==> config.mk <==
export PLATFORM = sky130hd
export DESIGN_NAME = flag_framed_servo_command_parser_core
export DESIGN_NICKNAME = d
export VERILOG_FILES = /design/src/rtl/fsfp_pkg.sv /design/src/rtl/fsfp_front.sv /design/src/rtl/fsfp_queue.sv /design/src/rtl/fsfp_back.sv /design/src/rtl/flag_framed_servo_command_parser_core.sv
export SDC_FILE = /design/constraint.sdc
export NUM_CORES = 1
export LEC_CHECK = 0
export BUFFER_PORTS_ARGS = -buffer_cell sky130_fd_sc_hd__buf_2
export CAP_MARGIN = 40
export CORE_ASPECT_RATIO = 0.7
export CORE_MARGIN = 2
export CORE_UTILIZATION = 58
export CTS_CLUSTER_DIAMETER = 60
export DETAILED_ROUTE_END_ITERATION = 10
export PLACE_DENSITY_LB_ADDON = 0.2
export SYNTH_ARGS = -nofsm -noshare
export SYNTH_HDL_FRONTEND = slang
export SYNTH_HIERARCHICAL = 1
export SYNTH_SLANG_ARGS = --single-unit
export TNS_END_PERCENT = 10
==> constraint.sdc <==
create_clock -name clk -period 2.7 [get_ports clk]
set_input_delay 0.135 -clock clk [delete_from_list [all_inputs] [get_ports clk]]
set_output_delay 0.135 -clock clk [all_outputs]
set_load 0.005 [all_outputs]
==> src/rtl/fsfp_pkg.sv <==
// Shared types and constants for the flag framed servo command parser.
// No dependencies; every other file refers to it by scoped names.
`default_nettype none

package fsfp_pkg;

  localparam int unsigned BYTE_W     = 8;
  localparam int unsigned POS_W      = 16;
  localparam int unsigned COUNT_W    = 4;
  localparam int unsigned CFG_IDX_W  = 2;
  localparam int unsigned QUEUE_AW   = 1;
  localparam int unsigned QUEUE_DEPTH = 1 << QUEUE_AW;

  localparam logic [COUNT_W:0]   MAX_DATA  = 5'd10;
  localparam logic [COUNT_W-1:0] COUNT_SAT = 4'd15;

  localparam logic [CFG_IDX_W-1:0] REG_START_FLAG    = 2'd0;
  localparam logic [CFG_IDX_W-1:0] REG_END_FLAG      = 2'd1;
  localparam logic [CFG_IDX_W-1:0] REG_SERVO_COMMAND = 2'd2;

  localparam logic [BYTE_W-1:0] START_FLAG_RST    = 8'd2;
  localparam logic [BYTE_W-1:0] END_FLAG_RST      = 8'd3;
  localparam logic [BYTE_W-1:0] SERVO_COMMAND_RST = 8'd83;

  localparam logic [1:0] PH_START = 2'd0;
  localparam logic [1:0] PH_CMD   = 2'd1;
  localparam logic [1:0] PH_ITEM  = 2'd2;
  localparam logic [1:0] PH_DATA  = 2'd3;

  typedef struct packed {
    logic [BYTE_W-1:0] rx_byte;
    logic              is_end;
    logic              is_start;
  } fsfp_word_t;

  typedef struct packed {
    logic       valid;
    fsfp_word_t word;
  } fsfp_head_t;

endpackage

`default_nettype wire

==> src/rtl/fsfp_front.sv <==
// Front stage: classifies each received byte against the start and end flags.
// Depends on fsfp_pkg.
`default_nettype none

module fsfp_front (
  input  wire logic [fsfp_pkg::BYTE_W-1:0] rx_byte,
  input  wire logic [fsfp_pkg::BYTE_W-1:0] open_flag,
  input  wire logic [fsfp_pkg::BYTE_W-1:0] close_flag,
  output fsfp_pkg::fsfp_word_t             word
);

  // end flag wins over start flag
  always_comb begin
    word.rx_byte  = rx_byte;
    word.is_end   = (rx_byte == close_flag);
    word.is_start = (rx_byte == open_flag) && (rx_byte != close_flag);
  end

endmodule

`default_nettype wire

==> src/rtl/fsfp_queue.sv <==
// Short word queue between the classifying front and the parsing back.
// Depends on fsfp_pkg.
`default_nettype none

module fsfp_queue (
  input  wire logic                 clk,
  input  wire logic                 rst_n,
  input  wire logic                 push,
  input  wire fsfp_pkg::fsfp_word_t push_word,
  output logic                      full,
  input  wire logic                 pop,
  output fsfp_pkg::fsfp_head_t      head
);

  fsfp_pkg::fsfp_word_t mem_r [fsfp_pkg::QUEUE_DEPTH];

  logic [fsfp_pkg::QUEUE_AW-1:0] wr_ptr_r, wr_ptr_nxt;
  logic [fsfp_pkg::QUEUE_AW-1:0] rd_ptr_r, rd_ptr_nxt;
  logic [fsfp_pkg::QUEUE_AW:0]   count_r, count_nxt;
  logic                          do_push, do_pop;

  assign full    = (count_r == (fsfp_pkg::QUEUE_AW+1)'(fsfp_pkg::QUEUE_DEPTH));
  assign do_push = push && !full;
  assign do_pop  = pop && (count_r != '0);

  assign head.valid = (count_r != '0);
  assign head.word  = mem_r[rd_ptr_r];

  always_comb begin
    wr_ptr_nxt = do_push ? wr_ptr_r + 1'b1 : wr_ptr_r;
    rd_ptr_nxt = do_pop  ? rd_ptr_r + 1'b1 : rd_ptr_r;
    count_nxt  = count_r;
    if (do_push && !do_pop) begin
      count_nxt = count_r + 1'b1;
    end else if (do_pop && !do_push) begin
      count_nxt = count_r - 1'b1;
    end
  end

  always_ff @(posedge clk) begin
    if (!rst_n) begin
      wr_ptr_r <= '0;
      rd_ptr_r <= '0;
      count_r  <= '0;
    end else begin
      wr_ptr_r <= wr_ptr_nxt;
      rd_ptr_r <= rd_ptr_nxt;
      count_r  <= count_nxt;
    end
  end

  always_ff @(posedge clk) begin
    if (do_push) begin
      mem_r[wr_ptr_r] <= push_word;
    end
  end

endmodule

`default_nettype wire

==> src/rtl/fsfp_back.sv <==
// Back stage: packet phase tracking, field capture and the result register.
// Depends on fsfp_pkg.
`default_nettype none

module fsfp_back (
  input  wire logic                          clk,
  input  wire logic                          rst_n,
  input  wire logic [fsfp_pkg::BYTE_W-1:0]   servo_command,
  input  wire fsfp_pkg::fsfp_head_t          head,
  output logic                               pop,
  output logic                               out_valid,
  input  wire logic                          out_stall,
  output logic [fsfp_pkg::POS_W-1:0]         out_servo_position
);

  logic [1:0]                       phase_r, phase_nxt;
  logic [fsfp_pkg::BYTE_W-1:0]      cmd_r, cmd_nxt;
  logic [fsfp_pkg::BYTE_W-1:0]      item_r, item_nxt;
  logic [fsfp_pkg::BYTE_W-1:0]      first_r, first_nxt;
  logic [fsfp_pkg::COUNT_W-1:0]     count_r, count_nxt;
  logic                             out_valid_r, out_valid_nxt;
  logic [fsfp_pkg::POS_W-1:0]       pos_r, pos_nxt;
  logic [fsfp_pkg::COUNT_W:0]       count_inc;
  logic                             emit, out_free;

  assign emit      = head.word.is_end && (cmd_r == servo_command);
  assign out_free  = !out_valid_r || !out_stall;
  assign pop       = head.valid && (!emit || out_free);
  assign count_inc = {1'b0, count_r} + 1'b1;

  assign out_valid          = out_valid_r;
  assign out_servo_position = pos_r;

  always_comb begin
    phase_nxt     = phase_r;
    cmd_nxt       = cmd_r;
    item_nxt      = item_r;
    first_nxt     = first_r;
    count_nxt     = count_r;
    pos_nxt       = pos_r;
    out_valid_nxt = out_valid_r && out_stall;
    if (pop) begin
      if (head.word.is_end) begin
        if (emit) begin
          out_valid_nxt = 1'b1;
          pos_nxt       = {first_r, item_r};
        end
        cmd_nxt   = '0;
        item_nxt  = '0;
        phase_nxt = fsfp_pkg::PH_START;
      end else begin
        unique case (phase_r)
          fsfp_pkg::PH_START: begin
            if (head.word.is_start) begin
              first_nxt = '0;
              count_nxt = '0;
              phase_nxt = fsfp_pkg::PH_CMD;
            end
          end
          fsfp_pkg::PH_CMD: begin
            cmd_nxt   = head.word.rx_byte;
            phase_nxt = fsfp_pkg::PH_ITEM;
          end
          fsfp_pkg::PH_ITEM: begin
            item_nxt  = head.word.rx_byte;
            phase_nxt = fsfp_pkg::PH_DATA;
          end
          fsfp_pkg::PH_DATA: begin
            if (count_r == '0) begin
              first_nxt = head.word.rx_byte;
            end
            count_nxt = (count_inc > {1'b0, fsfp_pkg::COUNT_SAT}) ?
                        fsfp_pkg::COUNT_SAT : count_inc[fsfp_pkg::COUNT_W-1:0];
            if (count_inc > fsfp_pkg::MAX_DATA) begin
              phase_nxt = fsfp_pkg::PH_START;
            end
          end
          default: phase_nxt = fsfp_pkg::PH_START;
        endcase
      end
    end
  end

  always_ff @(posedge clk) begin
    if (!rst_n) begin
      phase_r     <= fsfp_pkg::PH_START;
      cmd_r       <= '0;
      item_r      <= '0;
      first_r     <= '0;
      count_r     <= '0;
      out_valid_r <= 1'b0;
    end else begin
      phase_r     <= phase_nxt;
      cmd_r       <= cmd_nxt;
      item_r      <= item_nxt;
      first_r     <= first_nxt;
      count_r     <= count_nxt;
      out_valid_r <= out_valid_nxt;
    end
  end

  always_ff @(posedge clk) begin
    pos_r <= pos_nxt;
  end

endmodule

`default_nettype wire

==> src/rtl/flag_framed_servo_command_parser_core.sv <==
// Top level of the flag framed servo command parser: configuration registers,
// front classifier, word queue and parsing back stage. Depends on fsfp_pkg.
//
// Takes one received byte per cycle while in_stall is low and frames packets of start
// flag, command, item and data bytes closed by the end flag. A servo position (first
// data byte high, item byte low) appears on the output once the end flag word has
// passed the word queue and the result register; the back stage updates its phase
// once per cycle while not stalled, so the rate is one word per cycle. A waiting result
// stalls the back stage only when the next word would produce another result; the
// two-word queue then fills and in_stall rises. Write configuration only while idle.
`default_nettype none

module flag_framed_servo_command_parser_core (
  input  wire logic                            clk,
  input  wire logic                            rst_n,
  input  wire logic                            in_valid,
  output logic                                 in_stall,
  input  wire logic [fsfp_pkg::BYTE_W-1:0]     in_rx_byte,
  output logic                                 out_valid,
  input  wire logic                            out_stall,
  output logic [fsfp_pkg::POS_W-1:0]           out_servo_position,
  input  wire logic                            cfg_we,
  input  wire logic [fsfp_pkg::CFG_IDX_W-1:0]  cfg_index,
  input  wire logic [fsfp_pkg::BYTE_W-1:0]     cfg_wdata
);

  logic [fsfp_pkg::BYTE_W-1:0] open_flag_r, close_flag_r, servo_cmd_r;
  fsfp_pkg::fsfp_word_t        front_word;
  fsfp_pkg::fsfp_head_t        head;
  logic                        q_full, q_pop;

  always_ff @(posedge clk) begin
    if (!rst_n) begin
      open_flag_r  <= fsfp_pkg::START_FLAG_RST;
      close_flag_r <= fsfp_pkg::END_FLAG_RST;
      servo_cmd_r  <= fsfp_pkg::SERVO_COMMAND_RST;
    end else if (cfg_we) begin
      unique case (cfg_index)
        fsfp_pkg::REG_START_FLAG:    open_flag_r  <= cfg_wdata;
        fsfp_pkg::REG_END_FLAG:      close_flag_r <= cfg_wdata;
        fsfp_pkg::REG_SERVO_COMMAND: servo_cmd_r  <= cfg_wdata;
        default: ;
      endcase
    end
  end

  assign in_stall = q_full;

  fsfp_front u_front (
    .rx_byte    (in_rx_byte),
    .open_flag  (open_flag_r),
    .close_flag (close_flag_r),
    .word       (front_word)
  );

  fsfp_queue u_queue (
    .clk       (clk),
    .rst_n     (rst_n),
    .push      (in_valid),
    .push_word (front_word),
    .full      (q_full),
    .pop       (q_pop),
    .head      (head)
  );

  fsfp_back u_back (
    .clk                (clk),
    .rst_n              (rst_n),
    .servo_command      (servo_cmd_r),
    .head               (head),
    .pop                (q_pop),
    .out_valid          (out_valid),
    .out_stall          (out_stall),
    .out_servo_position (out_servo_position)
  );

endmodule

`default_nettype wire

==> results.md, run 1 <==
* Vias in the first global route at 2594
* Row Count at 25
* Routability Congestion at just under 0.8
* Count leader, synth: dfxtp_1
* Die Wd at 105 µm
* CTS tree: yes
* Cell taking the most area after synthesis: dfxtp_1
* Clk_lat worst skew at 0.36 ns
* I/O pin count at 41
* Setup Fix Bufs, Post-CTS at 0
* Vias at 2699
* Area delta synth->final at 11.3%
* Hold-fix buffers, CTS at 6
* Worst min path class: in2reg
* Filler instances at 578
* Initial Util at between 60 and 70%
* Port Buf Inserts at 40
* Worst Max-Slew Pin Slew at 0.694 ns
* Mapped Nets at just under 400
* Layout cells sized above 1 at 20.2%
* Synth Flop Type: dfxtp_1
* Power Total at approximately 3.2 mW
* DRC marker count from the first detailed-route iteration at 161
* Unique masters post-synth at just over 50
* Synth top area share at slightly below 30%
* Post-route DRC violation count at 0
* Element type at the critical path end: flip-flop
* Tmin final at 2.25 ns
* DRT Pass-1 Iters at 4
* Post-synth ARST share at 0%
* Overall Global Routing Usage at about 22%
* Leakage at 1.73 nW
* CP Max Fanout at 3
* Type of the worst setup path: reg2reg
* Dpl cell area at 4350 µm²
* Area of the core at 6820 µm²
* Hold path startpoint: in_rx_byte[7]
* Fin crit share at 83.3%
* Finished layout cell area at 4590 µm²
* Longest Clk Path Bufs at 2
* Setup WS post-layout at 0.451 ns
* R2R Path End: u_queue/count_r[1]
* Status: completed
* Cell Pwr Density at 702 nW/µm²
* Max Cap Violations at 0
* Clk_skew at 0.00859 ns
* CTS H-tree depth at 3
* Mean Syn Cell Area at 11.5 µm²
* Setup WS pre-CTS at 0.516 ns
* Synth Instances at 358
* Die Height at approximately 75 µm
* Hold endpoint: u_queue/mem_r[0][9]
* Net count, final at 431
* Number of setup violations in the final report at 0
* Hold Path Depth at 1
* Flop-to-flop setup slack at approximately 0.45 ns
* Critical register-to-register path startpoint: u_back/cmd_r[2]
* Final Slew Violations at 0
* WL final at about 7.9 mm
* PostCTS Resize Cnt at 0
* Sequential-to-total area share from yosys stat at between 50% and 60%
* Max-slew headroom at approximately 53%
* Largest net degree at the start of global routing at 46
* Routed WL per cell at 15.8 µm
* Worst Path Arrival at 2.55 ns
* TritonCTS Buffers at 9
* Worst Path Required at about 3.0 ns
* Die ar. at 7810 µm²
* Number of synthesized flops with an enable pin at 36
* Root buf cell: clkbuf_8
* Hpwl dp at between 5 and 6 mm
* Startpoint Class: flip-flop
* Initial antenna violation count at 0
* Total global routing overflow at 0
* CTS sink count at 96
* Ant diodes at 0
* Synth Warn # at 6
* Max VDD drop at 0.000342 V
* Clk slew on worst S/H paths at 0.10 ns
* Yosys reg bits at 96
* Unrepaired setup endpoints after global routing: false
* Vias per inst at 5.41
* F_max at about 0.44 GHz
* First-pass GRT wire length at 12.8 mm
* Area contributors post-synth: dfxtp_1, edfxtp_1, mux2i_1, nand2_1, xnor2_1
* FF-to-FF path depth at 8
* Setup TNS at 0 ns
* Syn Std Cell Area at slightly above 4000 µm²
* Post-synth top cells: dfxtp_1, nand2_1, edfxtp_1
* Fin. Hold Viols at 0
* Routed Antenna Nets at 0
==> cell type report <==
| cell class | instances | area, µm² | area share [%] |
|---|---|---|---|
| repair buffers | 50 | 290 | 6.32 |
| multi-input cells | 232 | 1680 | 36.6 |
| clock inverters | 7 | 56.3 | 1.23 |
| clock buffers | 9 | 124 | 2.70 |
| flip-flops and latches | 96 | 2280 | 49.7 |
| inverters | 11 | 41.3 | 0.899 |
| well taps | 94 | 118 | 2.56 |
==> state kept, by name, summed over array words and instances, names as in the netlist, named ones only <==
| name | flops |
|---|---|
| u_queue/mem_r | 20 |
| u_back/out_servo_position | 16 |
| close_flag_r | 8 |
| open_flag_r | 8 |
| servo_cmd_r | 8 |
| u_back/cmd_r | 8 |
| u_back/first_r | 8 |
| u_back/item_r | 8 |
| u_back/count_r | 4 |
| u_back/phase_r | 2 |
| u_queue/count_r | 2 |
| u_back/out_valid | 1 |
| u_queue/rd_ptr_r | 1 |
| u_queue/wr_ptr_r | 1 |
==> through the flow <==
| stage | instances | util [%] | hold WS [ns] |
|---|---|---|---|
| 2_1_floorplan | 358 | - | 0.253 |
| 5_1_grt | 499 | 67.3 | 0.0139 |
| 6_report | 499 | 67.3 | 0.0268 |
| 3_3_place_gp | 477 | 63.8 | 0.379 |
| 4_1_cts | 499 | 67.3 | 0.000508 |
| 3_5_place_dp | 477 | 63.8 | 0.381 |
==> worst max path at each step <==
stage	cells after the start	slack (ns)	to	start
final	8	0.45	u_queue/count_r[1]	u_back/cmd_r[2]
after global routing	8	0.31	u_queue/count_r[1]	flip-flop
after CTS	8	0.48	u_queue/count_r[1]	u_back/cmd_r[2]
after detailed placement	8	0.52	u_queue/count_r[1]	u_back/cmd_r[2]
after global placement	8	0.58	u_queue/count_r[1]	flip-flop
after floorplan	6	0.34	u_back/out_servo_position[0]	flip-flop
==> cells in the final DEF, fill, tap and decap left out, types with 3 or more instances in the layout <==
master / n
nor2b_1: 16
nand4_1: 3
dlygate4sd3_1: 6
ha_1: 8
inv_1: 10
dfxtp_1: 60
clkbuf_8: 9
a22oi_1: 8
a21boi_1: 8
a21oi_1: 6
edfxtp_1: 36
xor2_1: 11
o21ai_0: 5
a22o_1: 10
buf_4: 4
xnor2_1: 18
mux2_2: 10
o211ai_1: 4
mux2i_1: 22
buf_2: 40
nor2_1: 11
nand2_1: 44
nand3_1: 12
a21boi_0: 4
==> per-layer routing <==
metal | vias to the layer above | track usage [%] | routed length [µm]
met1 | 1297 | 29.2 | 3940
met2 | 53 | 35.2 | 3530
met3 | 9 | 5.78 | 331
met4 | 0 | 6.67 | 99
li1 | 1340 | - | -
met5 | - | 0 | 0
==> where the power goes <==
| group | switching [mW] | internal (mW) |
|---|---|---|
| combinational | 0.417 | 0.292 |
| sequential | 0.0545 | 1.60 |
| clock | 0.515 | 0.346 |
| total | 0.987 | 2.23 |
==> cells by family (layout without fill, tap and decap cells) <==
group                      Yosys count  after routing  synth area share, %
adders and majority gates            8              8                 2.43
DFF                                 96             96                 55.3
xor gates and xnor gates            29             29                 6.16
and+or+nand+nor                    109            109                 13.8
AOI/OAI and AO/OA                   54             54                 10.3
buffers and inverters               30             77                 3.97
muxes                               32             32                 8.07
==> critical path, stage by stage, from the launching register on <==
cell and delay (ns):
dfxtp_1 0.34, xnor2_1 0.17, nand3_1 0.22, nor3_1 0.35, a31oi_1 0.12, o21ai_0 0.14, ha_1 0.32, or3_1 0.37
a21oi_1 0.14
(Power assumes the default switching activity.)
==> run 2: changes to the inputs <==
Settings changed: ABC_AREA set to 1, CORE_UTILIZATION 58 to 60.
Clock period 2.7 ns to 2.25 ns, I/O delays scaled along.
==> results.md, run 2 <==
* Status: completed
* Filler instances at 662 (+15%)
* Clk_lat worst skew at 0.34 ns (-0.02 ns)
* First-pass GRT wire length at 15.7 mm (+23%)
* Layout cells sized above 1 at 14.8% (-5.4 points)
* TritonCTS Buffers at 9 (unchanged)
* Max reg flops at 20 (unchanged)
* Met2 GRT Util at 36.3% (+1.0 points)
* WL final at 9.52 mm (+21%)
* Count leader, synth: nand2_1
* Type of the worst setup path: reg2reg
* Longest Clk Path Bufs at 2 (unchanged)
* DRC marker count from the first detailed-route iteration at 245 (+52%)
* Mean Syn Cell Area at 7.74 µm² (-33%)
* Sw power at 2.12 mW (+120%)
* Synth Warn # at 6 (unchanged)
* Cell taking the most area after synthesis: dfxtp_1
* Int Pwr at 3.79 mW (+70%)
* Overall Global Routing Usage at 22.5% (+0.82 points)
* Hold-fix buffers, CTS at 0 (-6)
* Leading cell type in the layout, fill and taps excluded: nand2_1
* Clk slew on worst S/H paths at 0.06 ns (-0.04 ns)
* CTS sink count at 96 (unchanged)
* Post-synth ARST share at 0% (unchanged)
* Tmin final at 2.07 ns (-0.177 ns)
* Routed WL per cell at 12.6 µm (-20%)
* Synth Instances at 619 (+73%)
* F_max at 0.483 GHz (+8.5%)
* Routed Antenna Nets at 0 (unchanged)
* I/O pin count at 41 (unchanged)
* Area contributors post-synth: dfxtp_1, edfxtp_1, nand2_1, inv_1, nor2_1
* CTS H-tree depth at 3 (unchanged)
* Largest net degree at the start of global routing at 34 (-26%)
* Fin. Hold Viols at 0 (unchanged)
* Die ar. at 8730 µm² (+12%)
* Sequential power share at 40.1% (-11 points)
* Number of synthesized flops with an enable pin at 36 (unchanged)
* Area of the core at 7800 µm² (+14%)
* Flop-to-flop setup slack at 0.18 ns (-0.27 ns)
* Worst Path Arrival at 2.34 ns (-0.21 ns)
* Routability Congestion at 0.866 (+9.0%)
* FF-to-FF path depth at 16 (+8)
* Setup TNS at 0 ns (unchanged)
* Setup Fix Bufs, Post-CTS at 0 (unchanged)
* Setup WS pre-CTS at 0.184 ns (-0.331 ns)
* Final Slew Violations at 0 (unchanged)
* Total global routing overflow at 0 (unchanged)
* Die Height at 78.8 µm (+5.6%)
* Post-synth top cells: nand2_1, inv_1, nor2_1
* Startpoint Class: flip-flop
* R2R Path End: u_queue/count_r[1]
* Setup WS post-layout at 0.178 ns (-0.273 ns)
* Leakage at 2.55 nW (+47%)
* Hpwl dp at 6.95 mm (+23%)
* GRT busiest layer: met2
* Mapped Nets at 650 (+67%)
* Synth Flop Type: dfxtp_1
* Register area at 2280 µm² (about the same)
* Post-Route Utilization at 67.7% (+0.34 points)
* Initial antenna violation count at 0 (unchanged)
* Most frequent cells in the layout: nand2_1, inv_1, nor2_1, dfxtp_1, buf_2
* Yosys reg bits at 96 (unchanged)
* Port Buf Inserts at 40 (unchanged)
* Initial Util at 61.4% (+0.91 points)
* Power Total at 5.91 mW (+84%)
* Ant diodes at 0 (unchanged)
* Post-route DRC violation count at 0 (unchanged)
* Worst Path Required at 2.52 ns (-0.48 ns)
* Vias at 3815 (+41%)
* Syn Std Cell Area at 4790 µm² (+16%)
* Vias in the first global route at 3407 (+31%)
* Element type at the critical path end: flip-flop
* Worst min path class: in2reg
* Met3 Track Usage GR at 4.27% (-1.5 points)
* Multi-input gate area at 1900 µm² (+13%)
* Fin crit share at 92.1% (+8.8 points)
* Largest reg by FF count: u_queue/mem_r
* Unrepaired setup endpoints after global routing: false
* Clk pwr share at 24.6% (-2.1 points)
* Cell Pwr Density at 1120 nW/µm² (+60%)
* CTS tree: yes
* Sequential-to-total area share from yosys stat at 47.6% (-7.7 points)
* Synth top area share at 25.1% (-4.1 points)
* Root buf cell: clkbuf_16
* Vias per inst at 5.05 (-6.7%)
* Max VDD drop at 0.000606 V (+77%)
* Max-slew headroom at 58.6% (+5.3 points)
* Row Count at 27 (+8.0%)
* Area delta synth->final at 10.2%
* Worst Max-Slew Pin Slew at 0.622 ns (-0.0725 ns)
* PostCTS Resize Cnt at 0 (unchanged)
* Sw Ratio at 35.9% (+5.3 points)
* Clk_skew at 0.00788 ns (-0.000713 ns)
* Max Cap Violations at 0 (unchanged)
* Number of setup violations in the final report at 0 (unchanged)
* DRT Pass-1 Iters at 5 (+1)
* Unique masters post-synth at 33 (-35%)
* Critical Path End: u_queue/count_r[1]
* Die Wd at 111 µm (+5.7%)
* Combinational Power Share at 35.3% (+13 points)
* CP Max Fanout at 5 (+2)
* GR Util met1 at 30.8% (+1.6 points)
* Net count, final at 681 (+58%)
-- run 2: how the worst min path moves through the flow --
| stage | from | depth (start not counted) | to | slack (ns) |
|---|---|---|---|---|
| after floorplan | rst_n | 2 | open_flag_r[2] | 0.23 |
| after global placement | in_rx_byte[4] | 1 | u_queue/mem_r[0][6] | 0.35 |
| after detailed placement | in_rx_byte[4] | 1 | u_queue/mem_r[0][6] | 0.36 |
| after CTS | in_rx_byte[4] | 1 | u_queue/mem_r[0][6] | 0.01 |
| after global routing | in_rx_byte[4] | 1 | u_queue/mem_r[1][6] | 0.02 |
| final | in_rx_byte[4] | 1 | u_queue/mem_r[1][6] | 0.01 |
-- run 2: cells by family (layout without fill, tap and decap cells) --
kind of cell,after synthesis,after routing,share of synthesized area (%)
AOI/OAI and AO/OA,20,20,2.35
xor gates and xnor gates,10,10,1.83
muxes,10,10,2.35
adders and majority gates,8,8,2.09
buffers and inverters,141,177,12.9
and+or+nand+nor,334,334,30.9
DFF,96,96,47.6
-- run 2: through the flow --
stage	hold WS [ns]	std cells	instance area (µm²)
5_1_grt	0.0249	756	5280
6_report	0.0144	756	5280
3_5_place_dp	0.358	740	4990
3_3_place_gp	0.355	740	4990
4_1_cts	0.0105	756	5280
2_1_floorplan	0.233	619	4790
-- run 2: area by class of cell --
cell class	count	area share, %
clock inverters	3	0.806
multi-input cells	382	35.9
inverters	111	7.89
well taps	101	2.39
clock buffers	13	4.55
flip-flops and latches	96	43.2
repair buffers	50	5.21
-- run 2: power groups by stage --
stage	sequential (mW)	clock, mW	combinational [mW]
3_5_place_dp	2.40	0	2.03
3_3_place_gp	2.38	0	1.99
2_1_floorplan	2.34	0	1.67
6_report	2.37	1.45	2.09
5_1_grt	2.41	1.54	2.37
4_1_cts	2.37	1.48	2.07
-- run 2: critical path, cell delays in order, from the launching register on --
cell and delay, ns:
dfxtp_2 0.34, mux2_4 0.33, inv_2 0.08, a21oi_2 0.04, nand3_1 0.12, nor2_2 0.06
nand3_4 0.06, nand2_1 0.05, inv_1 0.08, o21a_2 0.16, inv_1 0.04, ha_1 0.27
inv_1 0.10, nand3_1 0.09, nand2_1 0.07, inv_1 0.04, nor2_1 0.09
-- run 2: routing by layer --
layer | part of all wire, % | wire length [µm]
met1 | 48 | 4570
met2 | 44 | 4230
met3 | 5.5 | 525
met4 | 2.1 | 204
met5 | 0 | 0
==> run 3: changes to the inputs <==
Settings changed: CELL_PAD_IN_SITES_DETAIL_PLACEMENT set to 0, CELL_PAD_IN_SITES_GLOBAL_PLACEMENT set to 1, CORE_UTILIZATION 60 to 44.
==> results.md, run 3 (synthesized netlist as in run 2, its figures left out) <==
* Worst Path Arrival at 2.33 ns (about the same)
* Area delta synth->final at 11.3%
* Hold-fix buffers, CTS at 0 (unchanged)
* Clk_lat worst skew at 0.35 ns (about the same)
* Net count, final at 681 (unchanged)
* Root buf cell: clkbuf_16
* Vias at 3647 (-4.4%)
* Leading cell type in the layout, fill and taps excluded: nand2_1
* Leakage at 2.56 nW (+0.30%)
* Finished layout cell area at 5330 µm² (+1.0%)
* Startpoint Class: flip-flop
* Final Slew Violations at 0 (unchanged)
* Layout cells sized above 1 at 15.1% (+0.31 points)
* Total global routing overflow at 0 (unchanged)
* Port Buf Inserts at 40 (unchanged)
* Hold path startpoint: in_rx_byte[7]
* Fin crit share at 91.0% (-1.1 points)
* Crit path max-delay family: simple AND/OR/NAND/NOR gates
* Register area at 2280 µm² (about the same)
* Post-route DRC violation count at 0 (unchanged)
* Row Count at 31 (+15%)
* Setup WS pre-CTS at 0.165 ns (-0.0192 ns)
* Top Layer Used: met4
* Hpwl dp at 7.37 mm (+6.0%)
* Most frequent cell on the critical path: inv_1
* Filler instances at 1039 (+57%)
* Critical-path top delay cell: dfxtp_1
* Routed met3 length at 358 µm (-32%)
* Initial Util at 45.8% (-16 points)
* Largest net degree at the start of global routing at 36 (+5.9%)
* Worst Path Required at 2.53 ns (about the same)
* Clk_skew at 0.00581 ns (-0.00206 ns)
* Vias in the first global route at 3391 (-0.47%)
* Initial antenna violation count at 0 (unchanged)
* First-pass GRT wire length at 16.8 mm (+6.7%)
* Post-route insts no fill at 787 (+4.1%)
* Fin. Hold Viols at 0 (unchanged)
* Vias per inst at 4.63 (-8.2%)
* Crit-path max cell delay at 0.35 ns (about the same)
* Met2 wire len at 4.22 mm (about the same)
* CP cell instances: mux2_4 > inv_2 > a21oi_2 > nand3_1 > nor2_2 > nand3_4 > nand2_1 > inv_1 > o21a_2 > inv_1 > ha_1 > inv_1 > nand3_1 > nand2_1 > inv_1 > nor2_1
* DRT Pass-1 Iters at 4 (-1)
* R2R Path End: u_queue/count_r[1]
* FF-to-FF path depth at 16 (unchanged)
* Unrepaired setup endpoints after global routing: false
* Clk slew on worst S/H paths at 0.07 ns (about the same)
* CTS sink count at 96 (unchanged)
* CP Max Fanout at 5 (unchanged)
* Cell Pwr Density at 1120 nW/µm² (about the same)
* I/O pin count at 41 (unchanged)
* WP depth at 16 (unchanged)
* Status: completed
* Placed insts at 771 (+4.2%)
* TritonCTS Buffers at 9 (unchanged)
* Die Height at 91.3 µm (+16%)
* WL final at 10.1 mm (+5.8%)
* Setup WS post-layout at 0.202 ns (+0.0244 ns)
* Flop-to-flop setup slack at 0.20 ns (+0.02 ns)
* CTS H-tree depth at 3 (unchanged)
* Max reg flops at 20 (unchanged)
* Die ar. at 11800 µm² (+35%)
* Max-slew headroom at 55.5% (-3.1 points)
* Largest reg by FF count: u_queue/mem_r
* Routed Antenna Nets at 0 (unchanged)
* Multi-input gate area at 1900 µm² (unchanged)
* Routability Congestion at 0.801 (-7.5%)
* Type of the worst setup path: reg2reg
* Critical Path End: u_queue/count_r[1]
* Area of the core at 10500 µm² (+34%)
* Ant diodes at 0 (unchanged)
* Worst Max-Slew Pin Slew at 0.668 ns (+0.0465 ns)
* CTS tree: yes
* Longest Clk Path Bufs at 2 (unchanged)
* Tmin final at 2.05 ns (-0.0244 ns)
* Setup TNS at 0 ns (unchanged)
* Max VDD drop at 0.000575 V (-5.1%)
* Min Hold Slack at 0.0224 ns (+0.00799 ns)
* Element type at the critical path end: flip-flop
* Die Wd at 129 µm (+16%)
* Met1 Routed Length at 5.38 mm (+18%)
* Max Cap Violations at 0 (unchanged)
* Overall Global Routing Usage at 18.5% (-4.1 points)
* Worst min path class: in2reg
* Most frequent cells in the layout: nand2_1, inv_1, nor2_1, dfxtp_1, buf_2
* F_max at 0.488 GHz (+1.2%)
* DRC marker count from the first detailed-route iteration at 190 (-22%)
* Number of setup violations in the final report at 0 (unchanged)
* CP bufs+invs at 5 (unchanged)
* Dpl cell area at 5030 µm² (+0.78%)
* Routed WL per cell at 12.8 µm (+1.6%)
-- run 3: worst min-delay path by stage --
| stage | to | depth (start not counted) |
|---|---|---|
| after floorplan | open_flag_r[2] | 2 |
| after global placement | u_queue/mem_r[0][7] | 1 |
| after detailed placement | u_queue/mem_r[0][6] | 1 |
| after CTS | u_queue/mem_r[0][6] | 1 |
| after global routing | u_queue/mem_r[1][7] | 1 |
| final | u_queue/mem_r[0][9] | 1 |
-- run 3: report_power, final --
group / switching [mW] / internal, mW
Clock: 0.640 / 0.884
Sequential: 0.196 / 2.16
Combinational: 1.33 / 0.762
Total: 2.16 / 3.81
-- run 3: routing by layer --
| layer | GRT usage [%] | up-vias |
|---|---|---|
| met5 | 0 | - |
| met1 | 26.4 | 1620 |
| met4 | 5.43 | 0 |
| met3 | 4.07 | 13 |
| met2 | 28.0 | 49 |
| li1 | - | 1965 |
-- run 3: stage by stage --
| stage | total power [mW] | utilization, % |
|---|---|---|
| detailed placement | 4.48 | 48.0 |
| CTS | 6.02 | 50.9 |
| global route | 6.43 | 50.9 |
| floorplan | 4.00 | - |
| global placement | 4.42 | 48.0 |
| finish | 5.97 | 50.9 |
-- run 3: cell type report --
type                            instances  share of cell area, %
Inverter                              111                   7.81
Sequential cell                        96                   42.8
Clock inverter                          6                   1.10
Tap cell                              132                   3.10
Timing Repair Buffer                   50                   5.16
Clock buffer                           10                   4.48
Multi-Input combinational cell        382                   35.5
-- run 3: timing repair --
item	CTS	global route
setup endpoints to repair	0	1
gates resized for setup	0	1
buffers inserted	0	0
